### config.mk
export PLATFORM = sky130hd
export DESIGN_NAME = motor_speed_brake_ramp_top
export DESIGN_NICKNAME = d
export VERILOG_FILES = /design/src/hw/rtl/msbr_pkg.sv /design/src/hw/rtl/motor_speed_brake_ramp_top.sv /design/src/hw/rtl/msbr_ramp.sv /design/src/hw/rtl/msbr_shaper.sv
export SDC_FILE = /design/constraint.sdc
export NUM_CORES = 2
export LEC_CHECK = 0
export ABC_AREA = 1
export BUFFER_PORTS_ARGS = -buffer_cell sky130_fd_sc_hd__buf_2
export CAP_MARGIN = 10
export CORE_MARGIN = 2
export CORE_UTILIZATION = 55
export CTS_CLUSTER_SIZE = 20
export DETAILED_ROUTE_END_ITERATION = 12
export PLACE_DENSITY = 0.75
export SYNTH_ARGS = -nofsm -noshare
export SYNTH_HDL_FRONTEND = slang
export SYNTH_SLANG_ARGS = --single-unit
### constraint.sdc
create_clock -name i_clk -period 10.9 [get_ports i_clk]
set_clock_uncertainty 0.1 [all_clocks]
set_input_delay 2.18 -clock i_clk [delete_from_list [all_inputs] [get_ports i_clk]]
set_output_delay 2.18 -clock i_clk [all_outputs]
set_load 0.05 [all_outputs]
### src/hw/rtl/msbr_pkg.sv
// Shared types, codes and constants for the motor speed and brake ramp.
package msbr_pkg;

    // Widths of the item fields
    localparam int SPEED_W = 16;
    localparam int LEVEL_W = 15;
    localparam int STEP_W  = 15;
    localparam int GAIN_W  = 16;
    localparam int CMD_W   = 2;
    localparam int CFG_IDX_W  = 3;
    localparam int CFG_DATA_W = 16;

    // Stream word layouts
    localparam int S_TDATA_W = 32;
    localparam int S_TUSER_W = CMD_W;
    localparam int M_TDATA_W = 40;

    // Target speed saturates symmetrically at this magnitude
    localparam logic signed [SPEED_W-1:0] SPEED_LIMIT = 16'sd32767;

    // Register reset values
    localparam logic [STEP_W-1:0]         RST_SPEED_STEP = 15'd64;
    localparam logic [STEP_W-1:0]         RST_BRAKE_STEP = 15'd64;
    localparam logic [LEVEL_W-1:0]        RST_MAX_POS    = 15'd127;
    localparam logic [LEVEL_W-1:0]        RST_MIN_POS    = 15'd0;
    localparam logic signed [SPEED_W-1:0] RST_MAX_NEG    = -16'sd127;
    localparam logic signed [SPEED_W-1:0] RST_MIN_NEG    = 16'sd0;
    localparam logic [GAIN_W-1:0]         RST_GAIN       = 16'd258;

    typedef enum logic [CMD_W-1:0] {
        CMD_TICK  = 2'd0,
        CMD_SET   = 2'd1,
        CMD_STOP  = 2'd2,
        CMD_BRAKE = 2'd3
    } t_cmd;

    typedef enum logic [CFG_IDX_W-1:0] {
        CFG_SPEED_STEP = 3'd0,
        CFG_BRAKE_STEP = 3'd1,
        CFG_INVERT     = 3'd2,
        CFG_MAX_POS    = 3'd3,
        CFG_MIN_POS    = 3'd4,
        CFG_MAX_NEG    = 3'd5,
        CFG_MIN_NEG    = 3'd6,
        CFG_GAIN       = 3'd7
    } t_cfg_idx;

    // Settings that shape a set-speed command
    typedef struct packed {
        logic                        invert;
        logic [LEVEL_W-1:0]          max_pos;
        logic [LEVEL_W-1:0]          min_pos;
        logic signed [SPEED_W-1:0]   max_neg;
        logic signed [SPEED_W-1:0]   min_neg;
        logic [GAIN_W-1:0]           gain;
    } t_shape_cfg;

    // Result of one ramp step
    typedef struct packed {
        logic signed [SPEED_W-1:0] value;
        logic                      moved;
    } t_ramp_res;

endpackage

### src/hw/rtl/motor_speed_brake_ramp_top.sv
// Top level of the motor speed and brake ramp: registers, handshakes and state.
//
// Usage:
//   Slave stream carries commands: tuser holds the command code (tick, set
//   speed, stop, brake), tdata the speed command and the brake level.
//   Master stream returns exactly one word per command: the current speed,
//   the current brake and the two update flags after that command.
//   Configuration channel writes one register per handshake (index, data);
//   it is always ready and should be used only while the block is idle.
// Timing:
//   A command is taken into an input register, worked through the shaping,
//   ramp and gain-multiply logic, and its word is then loaded into the
//   output register, which drives tvalid. One command per cycle is sustained
//   while the receiver takes each word; the gain multiply on the set-speed
//   path sets the clock limit.
// Reset (synchronous, active low) clears speeds, brakes, targets and both
// valid flags and loads the register defaults. When the receiver stalls, the
// output word holds and one further command waits in the input register;
// tready then drops until the output word is taken.
module motor_speed_brake_ramp_top (
    input  logic                               i_clk,
    input  logic                               i_rst_n,
    // Command words
    input  logic                               i_s_axis_tvalid,
    output logic                               o_s_axis_tready,
    // [15:0] speed_command, [30:16] brake_level, [31] zero
    input  logic [msbr_pkg::S_TDATA_W-1:0]     i_s_axis_tdata,
    // [1:0] command
    input  logic [msbr_pkg::S_TUSER_W-1:0]     i_s_axis_tuser,
    // Result words
    output logic                               o_m_axis_tvalid,
    input  logic                               i_m_axis_tready,
    // [15:0] speed_now, [30:16] brake_now, [31] speed_updated,
    // [32] brake_updated, [39:33] zero
    output logic [msbr_pkg::M_TDATA_W-1:0]     o_m_axis_tdata,
    // Configuration writes
    input  logic                               i_cfg_valid,
    output logic                               o_cfg_ready,
    input  logic [msbr_pkg::CFG_IDX_W-1:0]     i_cfg_index,
    input  logic [msbr_pkg::CFG_DATA_W-1:0]    i_cfg_data
);

    // Configuration registers
    logic [msbr_pkg::STEP_W-1:0]  r_speed_step;
    logic [msbr_pkg::STEP_W-1:0]  r_brake_step;
    msbr_pkg::t_shape_cfg         r_shape_cfg;

    // Input register
    logic                               r_in_valid;
    msbr_pkg::t_cmd                     r_in_cmd;
    logic signed [msbr_pkg::SPEED_W-1:0] r_in_speed_cmd;
    logic [msbr_pkg::LEVEL_W-1:0]       r_in_brake_lvl;

    // Ramp state
    logic signed [msbr_pkg::SPEED_W-1:0] r_cur_speed;
    logic signed [msbr_pkg::SPEED_W-1:0] r_tgt_speed;
    logic [msbr_pkg::LEVEL_W-1:0]       r_cur_brake;
    logic [msbr_pkg::LEVEL_W-1:0]       r_tgt_brake;
    logic signed [msbr_pkg::SPEED_W-1:0] n_cur_speed;
    logic signed [msbr_pkg::SPEED_W-1:0] n_tgt_speed;
    logic [msbr_pkg::LEVEL_W-1:0]       n_cur_brake;
    logic [msbr_pkg::LEVEL_W-1:0]       n_tgt_brake;
    logic                               n_spd_upd;
    logic                               n_brk_upd;

    // Output register
    logic                               r_out_valid;
    logic [msbr_pkg::M_TDATA_W-1:0]     r_out_data;

    logic                               w_s_accept;
    logic                               w_advance;
    logic signed [msbr_pkg::SPEED_W-1:0] w_shaped;
    msbr_pkg::t_ramp_res                w_spd_ramp;
    msbr_pkg::t_ramp_res                w_brk_ramp;

    // Handshakes
    assign w_advance       = r_in_valid && (!r_out_valid || i_m_axis_tready);
    assign o_s_axis_tready = !r_in_valid || w_advance;
    assign w_s_accept      = i_s_axis_tvalid && o_s_axis_tready;
    assign o_cfg_ready     = 1'b1;
    assign o_m_axis_tvalid = r_out_valid;
    assign o_m_axis_tdata  = r_out_data;

    // Configuration writes
    always_ff @(posedge i_clk) begin
        if (!i_rst_n) begin
            r_speed_step        <= msbr_pkg::RST_SPEED_STEP;
            r_brake_step        <= msbr_pkg::RST_BRAKE_STEP;
            r_shape_cfg.invert  <= 1'b0;
            r_shape_cfg.max_pos <= msbr_pkg::RST_MAX_POS;
            r_shape_cfg.min_pos <= msbr_pkg::RST_MIN_POS;
            r_shape_cfg.max_neg <= msbr_pkg::RST_MAX_NEG;
            r_shape_cfg.min_neg <= msbr_pkg::RST_MIN_NEG;
            r_shape_cfg.gain    <= msbr_pkg::RST_GAIN;
        end else if (i_cfg_valid && o_cfg_ready) begin
            case (msbr_pkg::t_cfg_idx'(i_cfg_index))
                msbr_pkg::CFG_SPEED_STEP: r_speed_step <= i_cfg_data[msbr_pkg::STEP_W-1:0];
                msbr_pkg::CFG_BRAKE_STEP: r_brake_step <= i_cfg_data[msbr_pkg::STEP_W-1:0];
                msbr_pkg::CFG_INVERT:     r_shape_cfg.invert <= i_cfg_data[0];
                msbr_pkg::CFG_MAX_POS: begin
                    r_shape_cfg.max_pos <= i_cfg_data[msbr_pkg::LEVEL_W-1:0];
                end
                msbr_pkg::CFG_MIN_POS: begin
                    r_shape_cfg.min_pos <= i_cfg_data[msbr_pkg::LEVEL_W-1:0];
                end
                msbr_pkg::CFG_MAX_NEG: r_shape_cfg.max_neg <= $signed(i_cfg_data);
                msbr_pkg::CFG_MIN_NEG: r_shape_cfg.min_neg <= $signed(i_cfg_data);
                msbr_pkg::CFG_GAIN:    r_shape_cfg.gain <= i_cfg_data;
                default: ;
            endcase
        end
    end

    // Capture a command word
    always_ff @(posedge i_clk) begin
        if (!i_rst_n) begin
            r_in_valid <= 1'b0;
        end else if (w_s_accept) begin
            r_in_valid <= 1'b1;
        end else if (w_advance) begin
            r_in_valid <= 1'b0;
        end
    end

    always_ff @(posedge i_clk) begin
        if (w_s_accept) begin
            r_in_cmd       <= msbr_pkg::t_cmd'(i_s_axis_tuser[msbr_pkg::CMD_W-1:0]);
            r_in_speed_cmd <= $signed(i_s_axis_tdata[msbr_pkg::SPEED_W-1:0]);
            r_in_brake_lvl <= i_s_axis_tdata[msbr_pkg::SPEED_W +: msbr_pkg::LEVEL_W];
        end
    end

    msbr_shaper u_shaper (
        .i_speed_command (r_in_speed_cmd),
        .i_cfg           (r_shape_cfg),
        .o_target        (w_shaped)
    );

    msbr_ramp u_speed_ramp (
        .i_value  (r_cur_speed),
        .i_target (r_tgt_speed),
        .i_step   (r_speed_step),
        .o_res    (w_spd_ramp)
    );

    msbr_ramp u_brake_ramp (
        .i_value  ($signed({1'b0, r_cur_brake})),
        .i_target ($signed({1'b0, r_tgt_brake})),
        .i_step   (r_brake_step),
        .o_res    (w_brk_ramp)
    );

    // Next state for the command in the input register
    always_comb begin
        n_cur_speed = r_cur_speed;
        n_tgt_speed = r_tgt_speed;
        n_cur_brake = r_cur_brake;
        n_tgt_brake = r_tgt_brake;
        n_spd_upd   = 1'b0;
        n_brk_upd   = 1'b0;
        case (r_in_cmd)
            msbr_pkg::CMD_TICK: begin
                // Brake ramps only once speed has settled
                if (r_cur_speed != r_tgt_speed) begin
                    n_cur_speed = w_spd_ramp.value;
                    n_spd_upd   = w_spd_ramp.moved;
                end else begin
                    n_cur_brake = w_brk_ramp.value[msbr_pkg::LEVEL_W-1:0];
                    n_brk_upd   = w_brk_ramp.moved;
                end
            end
            msbr_pkg::CMD_SET: n_tgt_speed = w_shaped;
            msbr_pkg::CMD_STOP: n_tgt_speed = '0;
            msbr_pkg::CMD_BRAKE: begin
                n_tgt_brake = r_in_brake_lvl;
                n_tgt_speed = '0;
            end
            default: ;
        endcase
    end

    // Advance state and load the result word
    always_ff @(posedge i_clk) begin
        if (!i_rst_n) begin
            r_cur_speed <= '0;
            r_tgt_speed <= '0;
            r_cur_brake <= '0;
            r_tgt_brake <= '0;
            r_out_valid <= 1'b0;
        end else begin
            if (w_advance) begin
                r_cur_speed <= n_cur_speed;
                r_tgt_speed <= n_tgt_speed;
                r_cur_brake <= n_cur_brake;
                r_tgt_brake <= n_tgt_brake;
                r_out_valid <= 1'b1;
            end else if (i_m_axis_tready) begin
                r_out_valid <= 1'b0;
            end
        end
    end

    always_ff @(posedge i_clk) begin
        if (w_advance) begin
            r_out_data <= {7'b0, n_brk_upd, n_spd_upd, n_cur_brake, n_cur_speed};
        end
    end

    // A result word never reports both ramps moving
    a_one_update: assert property (@(posedge i_clk) disable iff (!i_rst_n)
        r_out_valid |-> !(r_out_data[31] && r_out_data[32]))
        else $error("speed and brake both updated in one word");

    // Commands other than tick leave the ramped values alone
    a_no_ramp_off_tick: assert property (@(posedge i_clk) disable iff (!i_rst_n)
        (w_advance && r_in_cmd != msbr_pkg::CMD_TICK)
        |=> ($stable(r_cur_speed) && $stable(r_cur_brake)))
        else $error("ramped value moved on a non-tick command");

    // Brake moves only when speed had settled
    a_brake_after_speed: assert property (@(posedge i_clk) disable iff (!i_rst_n)
        !$stable(r_cur_brake) |-> $past(r_cur_speed == r_tgt_speed))
        else $error("brake ramped while speed unsettled");

    // Speed stays inside the symmetric range
    a_speed_range: assert property (@(posedge i_clk) disable iff (!i_rst_n)
        (r_cur_speed != -16'sd32768) && (r_tgt_speed != -16'sd32768))
        else $error("speed left the symmetric range");

endmodule

### src/hw/rtl/msbr_ramp.sv
// One slew-limited step of a value toward its target.
module msbr_ramp (
    input  logic signed [msbr_pkg::SPEED_W-1:0] i_value,
    input  logic signed [msbr_pkg::SPEED_W-1:0] i_target,
    input  logic        [msbr_pkg::STEP_W-1:0]  i_step,
    output msbr_pkg::t_ramp_res                 o_res
);

    logic signed [msbr_pkg::SPEED_W:0] w_diff;
    logic        [msbr_pkg::SPEED_W:0] w_mag;
    logic        [msbr_pkg::STEP_W-1:0] w_step;
    logic signed [msbr_pkg::SPEED_W:0] w_step_x;
    logic signed [msbr_pkg::SPEED_W:0] w_up;
    logic signed [msbr_pkg::SPEED_W:0] w_down;

    // Distance to target and its magnitude
    assign w_diff = {i_target[msbr_pkg::SPEED_W-1], i_target}
                  - {i_value[msbr_pkg::SPEED_W-1], i_value};
    assign w_mag  = w_diff[msbr_pkg::SPEED_W] ? (~w_diff + 1'b1) : w_diff;

    // A zero step still moves by one
    assign w_step   = (i_step == '0) ? msbr_pkg::STEP_W'(1) : i_step;
    assign w_step_x = $signed({2'b00, w_step});
    assign w_up     = {i_value[msbr_pkg::SPEED_W-1], i_value} + w_step_x;
    assign w_down   = {i_value[msbr_pkg::SPEED_W-1], i_value} - w_step_x;

    // Hold, snap or step
    always_comb begin
        o_res.moved = 1'b1;
        o_res.value = i_value;
        if (w_diff == '0) begin
            o_res.moved = 1'b0;
        end else if (w_mag < {2'b00, w_step}) begin
            o_res.value = i_target;
        end else if (!w_diff[msbr_pkg::SPEED_W]) begin
            o_res.value = w_up[msbr_pkg::SPEED_W-1:0];
        end else begin
            o_res.value = w_down[msbr_pkg::SPEED_W-1:0];
        end
    end

endmodule

### src/hw/rtl/msbr_shaper.sv
// Set-speed command shaping: invert, clamp, dead band, gain and saturation.
module msbr_shaper (
    input  logic signed [msbr_pkg::SPEED_W-1:0] i_speed_command,
    input  msbr_pkg::t_shape_cfg                i_cfg,
    output logic signed [msbr_pkg::SPEED_W-1:0] o_target
);

    localparam int VW = msbr_pkg::SPEED_W + 2;
    localparam int PW = VW + msbr_pkg::GAIN_W + 1;

    logic signed [VW-1:0] w_raw;
    logic signed [VW-1:0] w_inv;
    logic signed [VW-1:0] w_pos;
    logic signed [VW-1:0] w_lim;
    logic signed [VW-1:0] w_maxp;
    logic signed [VW-1:0] w_minp;
    logic signed [VW-1:0] w_maxn;
    logic signed [VW-1:0] w_minn;
    logic signed [msbr_pkg::GAIN_W:0] w_gain;
    logic signed [PW-1:0] w_prod;
    logic signed [PW-1:0] w_hi;
    logic signed [PW-1:0] w_lo;

    assign w_raw  = VW'(i_speed_command);
    assign w_maxp = $signed({3'b000, i_cfg.max_pos});
    assign w_minp = $signed({3'b000, i_cfg.min_pos});
    assign w_maxn = VW'(i_cfg.max_neg);
    assign w_minn = VW'(i_cfg.min_neg);
    assign w_gain = $signed({1'b0, i_cfg.gain});

    // Negate without wrap
    assign w_inv = i_cfg.invert ? -w_raw : w_raw;

    // Clamp and dead band on the positive side, then the negative side
    always_comb begin
        w_pos = w_inv;
        if (w_inv > w_maxp) begin
            w_pos = w_maxp;
        end else if (w_inv > 0 && w_inv < w_minp) begin
            w_pos = '0;
        end
        w_lim = w_pos;
        if (w_pos < w_maxn) begin
            w_lim = w_maxn;
        end else if (w_pos < 0 && w_pos > w_minn) begin
            w_lim = '0;
        end
    end

    // Scale and saturate
    assign w_prod = PW'(w_lim) * PW'(w_gain);
    assign w_hi   = PW'(msbr_pkg::SPEED_LIMIT);
    assign w_lo   = -PW'(msbr_pkg::SPEED_LIMIT);

    always_comb begin
        if (w_prod > w_hi) begin
            o_target = msbr_pkg::SPEED_LIMIT;
        end else if (w_prod < w_lo) begin
            o_target = -msbr_pkg::SPEED_LIMIT;
        end else begin
            o_target = w_prod[msbr_pkg::SPEED_W-1:0];
        end
    end

endmodule
Word level (Yosys, flattened, before mapping)
Cells that the tools add are included.
- $add $sub $neg: 9
- multipliers: 1
- magnitude comparators: 10
- equal/unequal tests: 11
- muxes and demuxes: 28
- bitwise gates (word level): 3
- reductions and logical operators: 30
- operators by type and width (operator ; number):
    two-way mux 16 bit ; 7
    two-way mux 15 bit ; 7
    two-way mux 18 bit ; 5
    > comparator 18 x 16 -> 1 bit ; 2
    < comparator 18 x 16 -> 1 bit ; 2
    > comparator 35 x 16 -> 1 bit, second input constant ; 1
    < comparator 35 x 16 -> 1 bit, second input constant ; 1
    multiplier 18 x 17 -> 35 bit ; 1
    adder 17 x 1 -> 17 bit, second input constant ; 2
    zero test 17 bit ; 2
    < comparator 17 x 15 -> 1 bit ; 2
    two-way mux 17 bit ; 2
    inverter 17 bit ; 2
    one-hot mux 16 bit (2 select lines) ; 1
    zero test 15 bit ; 2
    AND reduction 2 bit ; 11
    > comparator 18 x 1 -> 1 bit, second input constant ; 1
    < comparator 18 x 1 -> 1 bit, second input constant ; 1
    negation 16 -> 18 bit ; 1
    subtractor 16 x 16 -> 17 bit ; 1
    adder 16 bit ; 1
    != test 16 bit ; 1
    subtractor 15 x 15 -> 16 bit ; 1
    subtractor 16 bit ; 1
    16 further kinds ; 34
- flip-flop bits (word level): 239
- word-level logic and storage cells: 112

Depth between registers and ports, before layout
- depth after elaboration: 15
- gate-level depth with buffers: 75

Hierarchy
Synthesis repeated with hierarchy kept, for this count alone.
- cells, all modules: 4258
- area total of the unflattened synthesis: 30349.1 um2
- by module, submodules not included (module ; times used ; cells an instance ; area an instance (um2)):
    msbr_shaper ; 1 ; 1958 ; 14445.1
    motor_speed_brake_ramp_top ; 1 ; 1080 ; 9138.8
    msbr_ramp (u_brake_ramp) ; 1 ; 614 ; 3390.8
    msbr_ramp (u_speed_ramp) ; 1 ; 606 ; 3374.5

Worst setup path before layout
No wires, ideal clock.
- path kind: register -> register
- start: register r_in_speed_cmd[0] in the netlist's numbering
- end: register r_tgt_speed[11] in the netlist's numbering
- library setup time: 70 ps
- data arrival time: 10123 ps
- slack: 606 ps
- stages on the path, launching flop included: 68
- path buffers: 4
- cell sequence: edfxtp_1 inv_1 ha_1 nand2_1 nor2_1 nand2_1 nand3b_1 nand2_1 ha_1 nand2_1 nor2_1 nand3_1 nand3_1 a21oi_1 o21ai_2 nand2_2 clkbuf_1 o21ai_0 [... 32 more ...] a21oi_1 nand2_1 a21oi_1 o21ai_0 nand3_1 nand2_1 nand2_1 nand2_1 nand2_1 nand2_1 nor2_1 nand4_1 nor2_1 nand2_1 nand2_2 buf_6 nand3_1 a21oi_1
- longest elaborated chain between the ends: 15
- elaborated cells on any way between the ends: 20
- classes of those cells: add/sub (1); mul (1); order compare (8); mux (8); reduce/logical (2)
- RTL lines (what ; line ; source):
    start, declared ; motor_speed_brake_ramp_top.sv:51 ; logic signed [msbr_pkg::SPEED_W-1:0] r_in_speed_cmd;
    start signal, assigned ; motor_speed_brake_ramp_top.sv:128 ; r_in_speed_cmd <= $signed(i_s_axis_tdata[msbr_pkg::SPEED_W-1:0]);
    negation 16 -> 18 bit ; msbr_shaper.sv:32 ; assign w_inv = i_cfg.invert ? -w_raw : w_raw;
    two-way mux 18 bit (*) ; msbr_shaper.sv:32 ;
    > comparator 18 x 1 -> 1 bit / < comparator 18 x 16 -> 1 bit (equally long branches) ; msbr_shaper.sv:39 ; end else if (w_inv > 0 && w_inv < w_minp) begin
    logical AND 1 bit ; msbr_shaper.sv:39 ;
    two-way mux 18 bit ; msbr_shaper.sv:39 ;
    two-way mux 18 bit (*) ; msbr_shaper.sv:37 ; if (w_inv > w_maxp) begin
    < comparator 18 x 1 -> 1 bit / > comparator 18 x 16 -> 1 bit (equally long branches) ; msbr_shaper.sv:45 ; end else if (w_pos < 0 && w_pos > w_minn) begin
    logical AND 1 bit ; msbr_shaper.sv:45 ;
    two-way mux 18 bit ; msbr_shaper.sv:45 ;
    two-way mux 18 bit (*) ; msbr_shaper.sv:43 ; if (w_pos < w_maxn) begin
    multiplier 18 x 17 -> 35 bit (*) ; msbr_shaper.sv:51 ; assign w_prod = PW'(w_lim) * PW'(w_gain);
    < comparator 35 x 16 -> 1 bit ; msbr_shaper.sv:58 ; end else if (w_prod < w_lo) begin
    two-way mux 16 bit ; msbr_shaper.sv:58 ;
    two-way mux 16 bit (*) ; msbr_shaper.sv:56 ; if (w_prod > w_hi) begin
    one-hot mux 16 bit (2 select lines) (*) ; motor_speed_brake_ramp_top.sv:161 ; case (r_in_cmd)
    end signal, assigned ; motor_speed_brake_ramp_top.sv:193 ; r_tgt_speed <= n_tgt_speed;
    end, declared ; motor_speed_brake_ramp_top.sv:56 ; logic signed [msbr_pkg::SPEED_W-1:0] r_tgt_speed;
Mark *: on every way between the ends. The rest lies on a longest branch, timed or not.
A chain may end at the register's enable or synchronous reset.

Worst setup path in the final report
- start: register r_in_speed_cmd[0] in the netlist's numbering
- end: register r_tgt_speed[12] in the netlist's numbering
Same word-level chain as after synthesis.

==> metrics.md <==
| Metric | Value |
|---|---|
| Run status | `finished, violations left` |
| Violations in the final reports | `setup timing` |
| Vertical extent of the die | `about 230 um` |
| Synthesized area | `~28000 um2` |
| Sequential area share after synthesis | `0.1962` |
| Top-level port count | `about 100` |
| Root buffer selected by CTS | `sky130_fd_sc_hd__clkbuf_16` |
| Number of flops mapped to enable cells by yosys | `66` |
| Effective utilization at floorplan | `0.5554` |
| Num CTS Buffers | `28` |
| Maximum single-stage delay on the critical path | `~0.66 ns` |
| Post-Synth XOR/XNOR Area | `0.04568` |
| Number of instances in the synthesized netlist | `around 3700` |
| Residual DRC count | `0` |
| Data arrival time of the critical path | `roughly 11 ns` |
| Cell depth of the worst min-delay path | `2` |
| Later-pin clock latency in the skew report | `0.56 ns` |
| Reported max-cap violation count | `0` |
| Final Routed Wirelength | `76600 um` |
| Commonest non-fill, non-tap cell in the layout | `sky130_fd_sc_hd__inv_1` |
| Net count reported at finish | `roughly 4600` |
| Post-synth top area cell | `sky130_fd_sc_hd__fa_1` |
| Worst hold path endpoint | `r_shape_cfg[60]$_SDFFE_PN0P_` |
| Most area-consuming cells after synthesis | `sky130_fd_sc_hd__fa_1, sky130_fd_sc_hd__dfxtp_1, sky130_fd_sc_hd__ha_1` |
| GRT met1 Usage | `0.3546` |
| Main combinational cell family by area after synthesis | `adder cells` |
| Register-to-register setup slack | `-0.11 ns` |
| Beginning of the worst register-to-register path | `r_in_speed_cmd[0]$_DFFE_PP_` |
| Share of the synthesized area in the top cell type | `0.2143` |
| Final estimated routing congestion in global placement | `a little under 1` |
| Count of buffers inserted at the top-level ports | `between 90 and 100` |
| Type of the worst min-delay path | `flip-flop to flip-flop` |
| Critical register-to-register path endpoint | `r_tgt_speed[12]$_SDFFE_PN0P_` |
| Fraction of the mapped netlist area in compound gates | `0.1114` |
| Vias in the first global route | `24041` |
| Commonest cells after routing, fill and taps aside | `sky130_fd_sc_hd__inv_1, sky130_fd_sc_hd__nand2_1, sky130_fd_sc_hd__buf_4` |
| Remaining global-route overflow | `0` |
| Die footprint | `about 52000 um2` |
| Vias per cell | `~5.3` |
| Number of different library cells in the post-synthesis netlist | `between 50 and 60` |
| Top fanout value on the critical path | `5` |
| DRT iter0 DRCs | `between 1500 and 2000` |
| Area Growth Syn to Fin | `22.65%` |
| Proportion of synthesized area in mux cells | `0` |
| Avg WL per Cell | `about 16 um` |
| Pin count of the biggest net entering global routing | `between 70 and 80` |
| Share of synthesized cell area in full adder, half adder and majority cells | `0.3256` |
| Post-detailed-placement half-perimeter wirelength | `56630 um` |
| Number of H-tree levels | `1` |
| Overall fraction of global-route tracks in use | `0.2786` |
| Hold buffer count at cts | `0` |
| Crit path top cell by count | `sky130_fd_sc_hd__inv_2` |
| Routing usage on met2 | `0.4797` |
| Critical-path top delay cell | `sky130_fd_sc_hd__fa_2` |
| Max Buffers Root-to-Sink | `3` |
| Category of the worst setup path launch point | `flip-flop` |
| Warnings, synthesis | `0` |
| Die outline width | `228.6 um` |
| Number of clock sinks seen by CTS | `around 240` |
| Mapped Avg Cell Area | `between 7 and 8 um2` |
| Slack of the critical path | `-0.1072 ns` |
| Period minus WS final | `approximately 11 ns` |
| Crit path required time | `between 10 and 15 ns` |
| Number of setup violations in the final report | `15` |
| Number of optimization iterations in the first detailed-route pass | `6` |
| FF-to-FF path depth | `64` |
| Hold Fails Final Rpt | `0` |
| M3 GR Usage | `0.03792` |
| Final max-slew violation count | `0` |
| Count of state elements after synthesis | `239` |
| Area inside the core boundary | `about 50000 um2` |
| Total number of vias | `around 25000` |
| Post-Synth Simple-Gate Area | `0.1919` |
| Relative slew margins | `0.2948` |
| Most frequently used flop master after synthesis | `sky130_fd_sc_hd__dfxtp_1` |
| Kind of end point of the critical path | `flip-flop` |
| Post-synth ARST share | `0` |
| First-pass GRT wire length | `approximately 120000 um` |
| Placement Rows | `between 80 and 90` |
| Final critical-path share of the clock period | `1.010` |
| Final Instance Count excl. Fillers | `between 4000 and 5000` |
| Busiest layer in global routing | `met2` |
| Layout cell share with drive strength beyond 1 | `0.2214` |
| RSZ-0062 raised after global routing | `yes` |
| Worst Path Class, Setup | `flip-flop to flip-flop` |
| Placed Instances | `4593` |
| Number of antenna violations at the first check in global routing | `1` |
| Filler Cells Inserted | `between 3000 and 4000` |
| Max Freq | `roughly 90 MHz` |
| CTS tree | `yes` |
| Worst-Margin Slew | `approximately 1.1 ns` |
| Clock-pin slew on the worst setup and hold paths | `~0.06 ns` |
| Source of the worst hold timing path | `r_shape_cfg[60]$_SDFFE_PN0P_` |
| Remaining number of nets flagged by the antenna check after routing | `0` |
==> metal layers <==
| metal | vias up | wire length (um) |
|---|---|---|
| met3 | 215 | 5232 |
| met1 | 11850 | 30400 |
| met2 | 884 | 37370 |
| met4 | 0 | 3592 |
| li1 | 12113 | - |
| met5 | - | 0 |
==> state kept, by name (all words and copies together) (netlist names) <==
register	cells
r_tgt_brake	15
r_cur_brake	15
r_shape_cfg	79
o_m_axis_tvalid	1
r_tgt_speed	16
r_in_speed_cmd	16
r_in_valid	1
r_in_brake_lvl	15
r_brake_step	15
r_in_cmd	2
o_m_axis_tdata	33
r_cur_speed	16
r_speed_step	15
==> Yosys cell counts (all sizes together), types with 31 or more instances <==
library cell	count
nand2	669
nor3	31
ha	247
fa	297
nand3	147
dfxtp	173
a21oi	289
clkbuf	70
inv	811
xor2	104
edfxtp	66
buf	35
xnor2	33
nor2	311
nand4	32
o21ai	206
==> cells by family (layout without fill, tap and decap cells) <==
kind of cell | Yosys count | after routing
adder cells (fa/ha/maj) | 544 | 544
AND/OR/NAND/NOR | 1233 | 1236
flip-flops | 239 | 239
buffers and inverters | 928 | 1316
AO/OA/AOI/OAI | 571 | 571
XOR/XNOR | 137 | 137
other | 2 | 9
==> metrics by stage <==
step	worst slack (ns)	hold slack, ns	util	cell area [um2]	TNS, ns
detailed placement	-0.8576	0.3541	0.6141	30680	-12.84
finish	-0.1072	0.3617	0.6812	34040	-1.148
global placement	-0.6951	0.3484	0.6141	30680	-10.63
CTS	0.003703	0.3633	0.6416	32060	0
global route	-0.6132	0.3816	0.6811	34030	-8.919
floorplan	0.6063	0.3353	-	27770	0
==> final cells by class <==
type	instances	area, um2	area share
multi-input cells	2496	20390	0.5991
flip-flops and latches	239	5445	0.1600
repair buffers	441	3298	0.09690
inverters	823	3152	0.09260
well taps	672	840.8	0.02470
clock buffers	41	810.8	0.02382
clock inverters	11	96.34	0.002831
diodes	1	2.502	0.00007352
==> how the worst max path moves through the flow <==
| stage | from | to | slack (ns) | depth (start not counted) |
|---|---|---|---|---|
| after floorplan | r_in_speed_cmd[0]$_DFFE_PP_ | r_tgt_speed[11]$_SDFFE_PN0P_ | 0.61 | 67 |
| final | r_in_speed_cmd[0]$_DFFE_PP_ | r_tgt_speed[12]$_SDFFE_PN0P_ | -0.11 | 64 |
| after global placement | r_in_speed_cmd[0]$_DFFE_PP_ | r_tgt_speed[9]$_SDFFE_PN0P_ | -0.70 | 58 |
| after CTS | r_in_speed_cmd[0]$_DFFE_PP_ | r_tgt_speed[8]$_SDFFE_PN0P_ | 0.004 | 64 |
| after global routing | r_in_speed_cmd[2]$_DFFE_PP_ | r_tgt_speed[12]$_SDFFE_PN0P_ | -0.61 | 67 |
| after detailed placement | r_in_speed_cmd[0]$_DFFE_PP_ | r_tgt_speed[8]$_SDFFE_PN0P_ | -0.86 | 62 |
==> worst max-delay path: cells and delay by family, from the launching register on <==
| kind | cells | cell delay, ns |
|---|---|---|
| simple gates | 26 | 2.41 |
| buf+inv | 18 | 1.89 |
| fa+ha+maj | 10 | 4.21 |
| xor+xnor | 1 | 0.16 |
| flops | 1 | 0.45 |
| compound gates | 9 | 1.61 |
==> timing repair <==
| action | 4_1_cts | 5_1_grt |
|---|---|---|
| setup buffers | 19 | 55 |
| pin swaps | 37 | 179 |
| gates cloned | 0 | 4 |
| resized for setup | 93 | 358 |
| setup endpoints to repair | 16 | 16 |
Power is not shown: default switching activity piles up to over one toggle a cycle in this logic, so the estimate is an artifact.
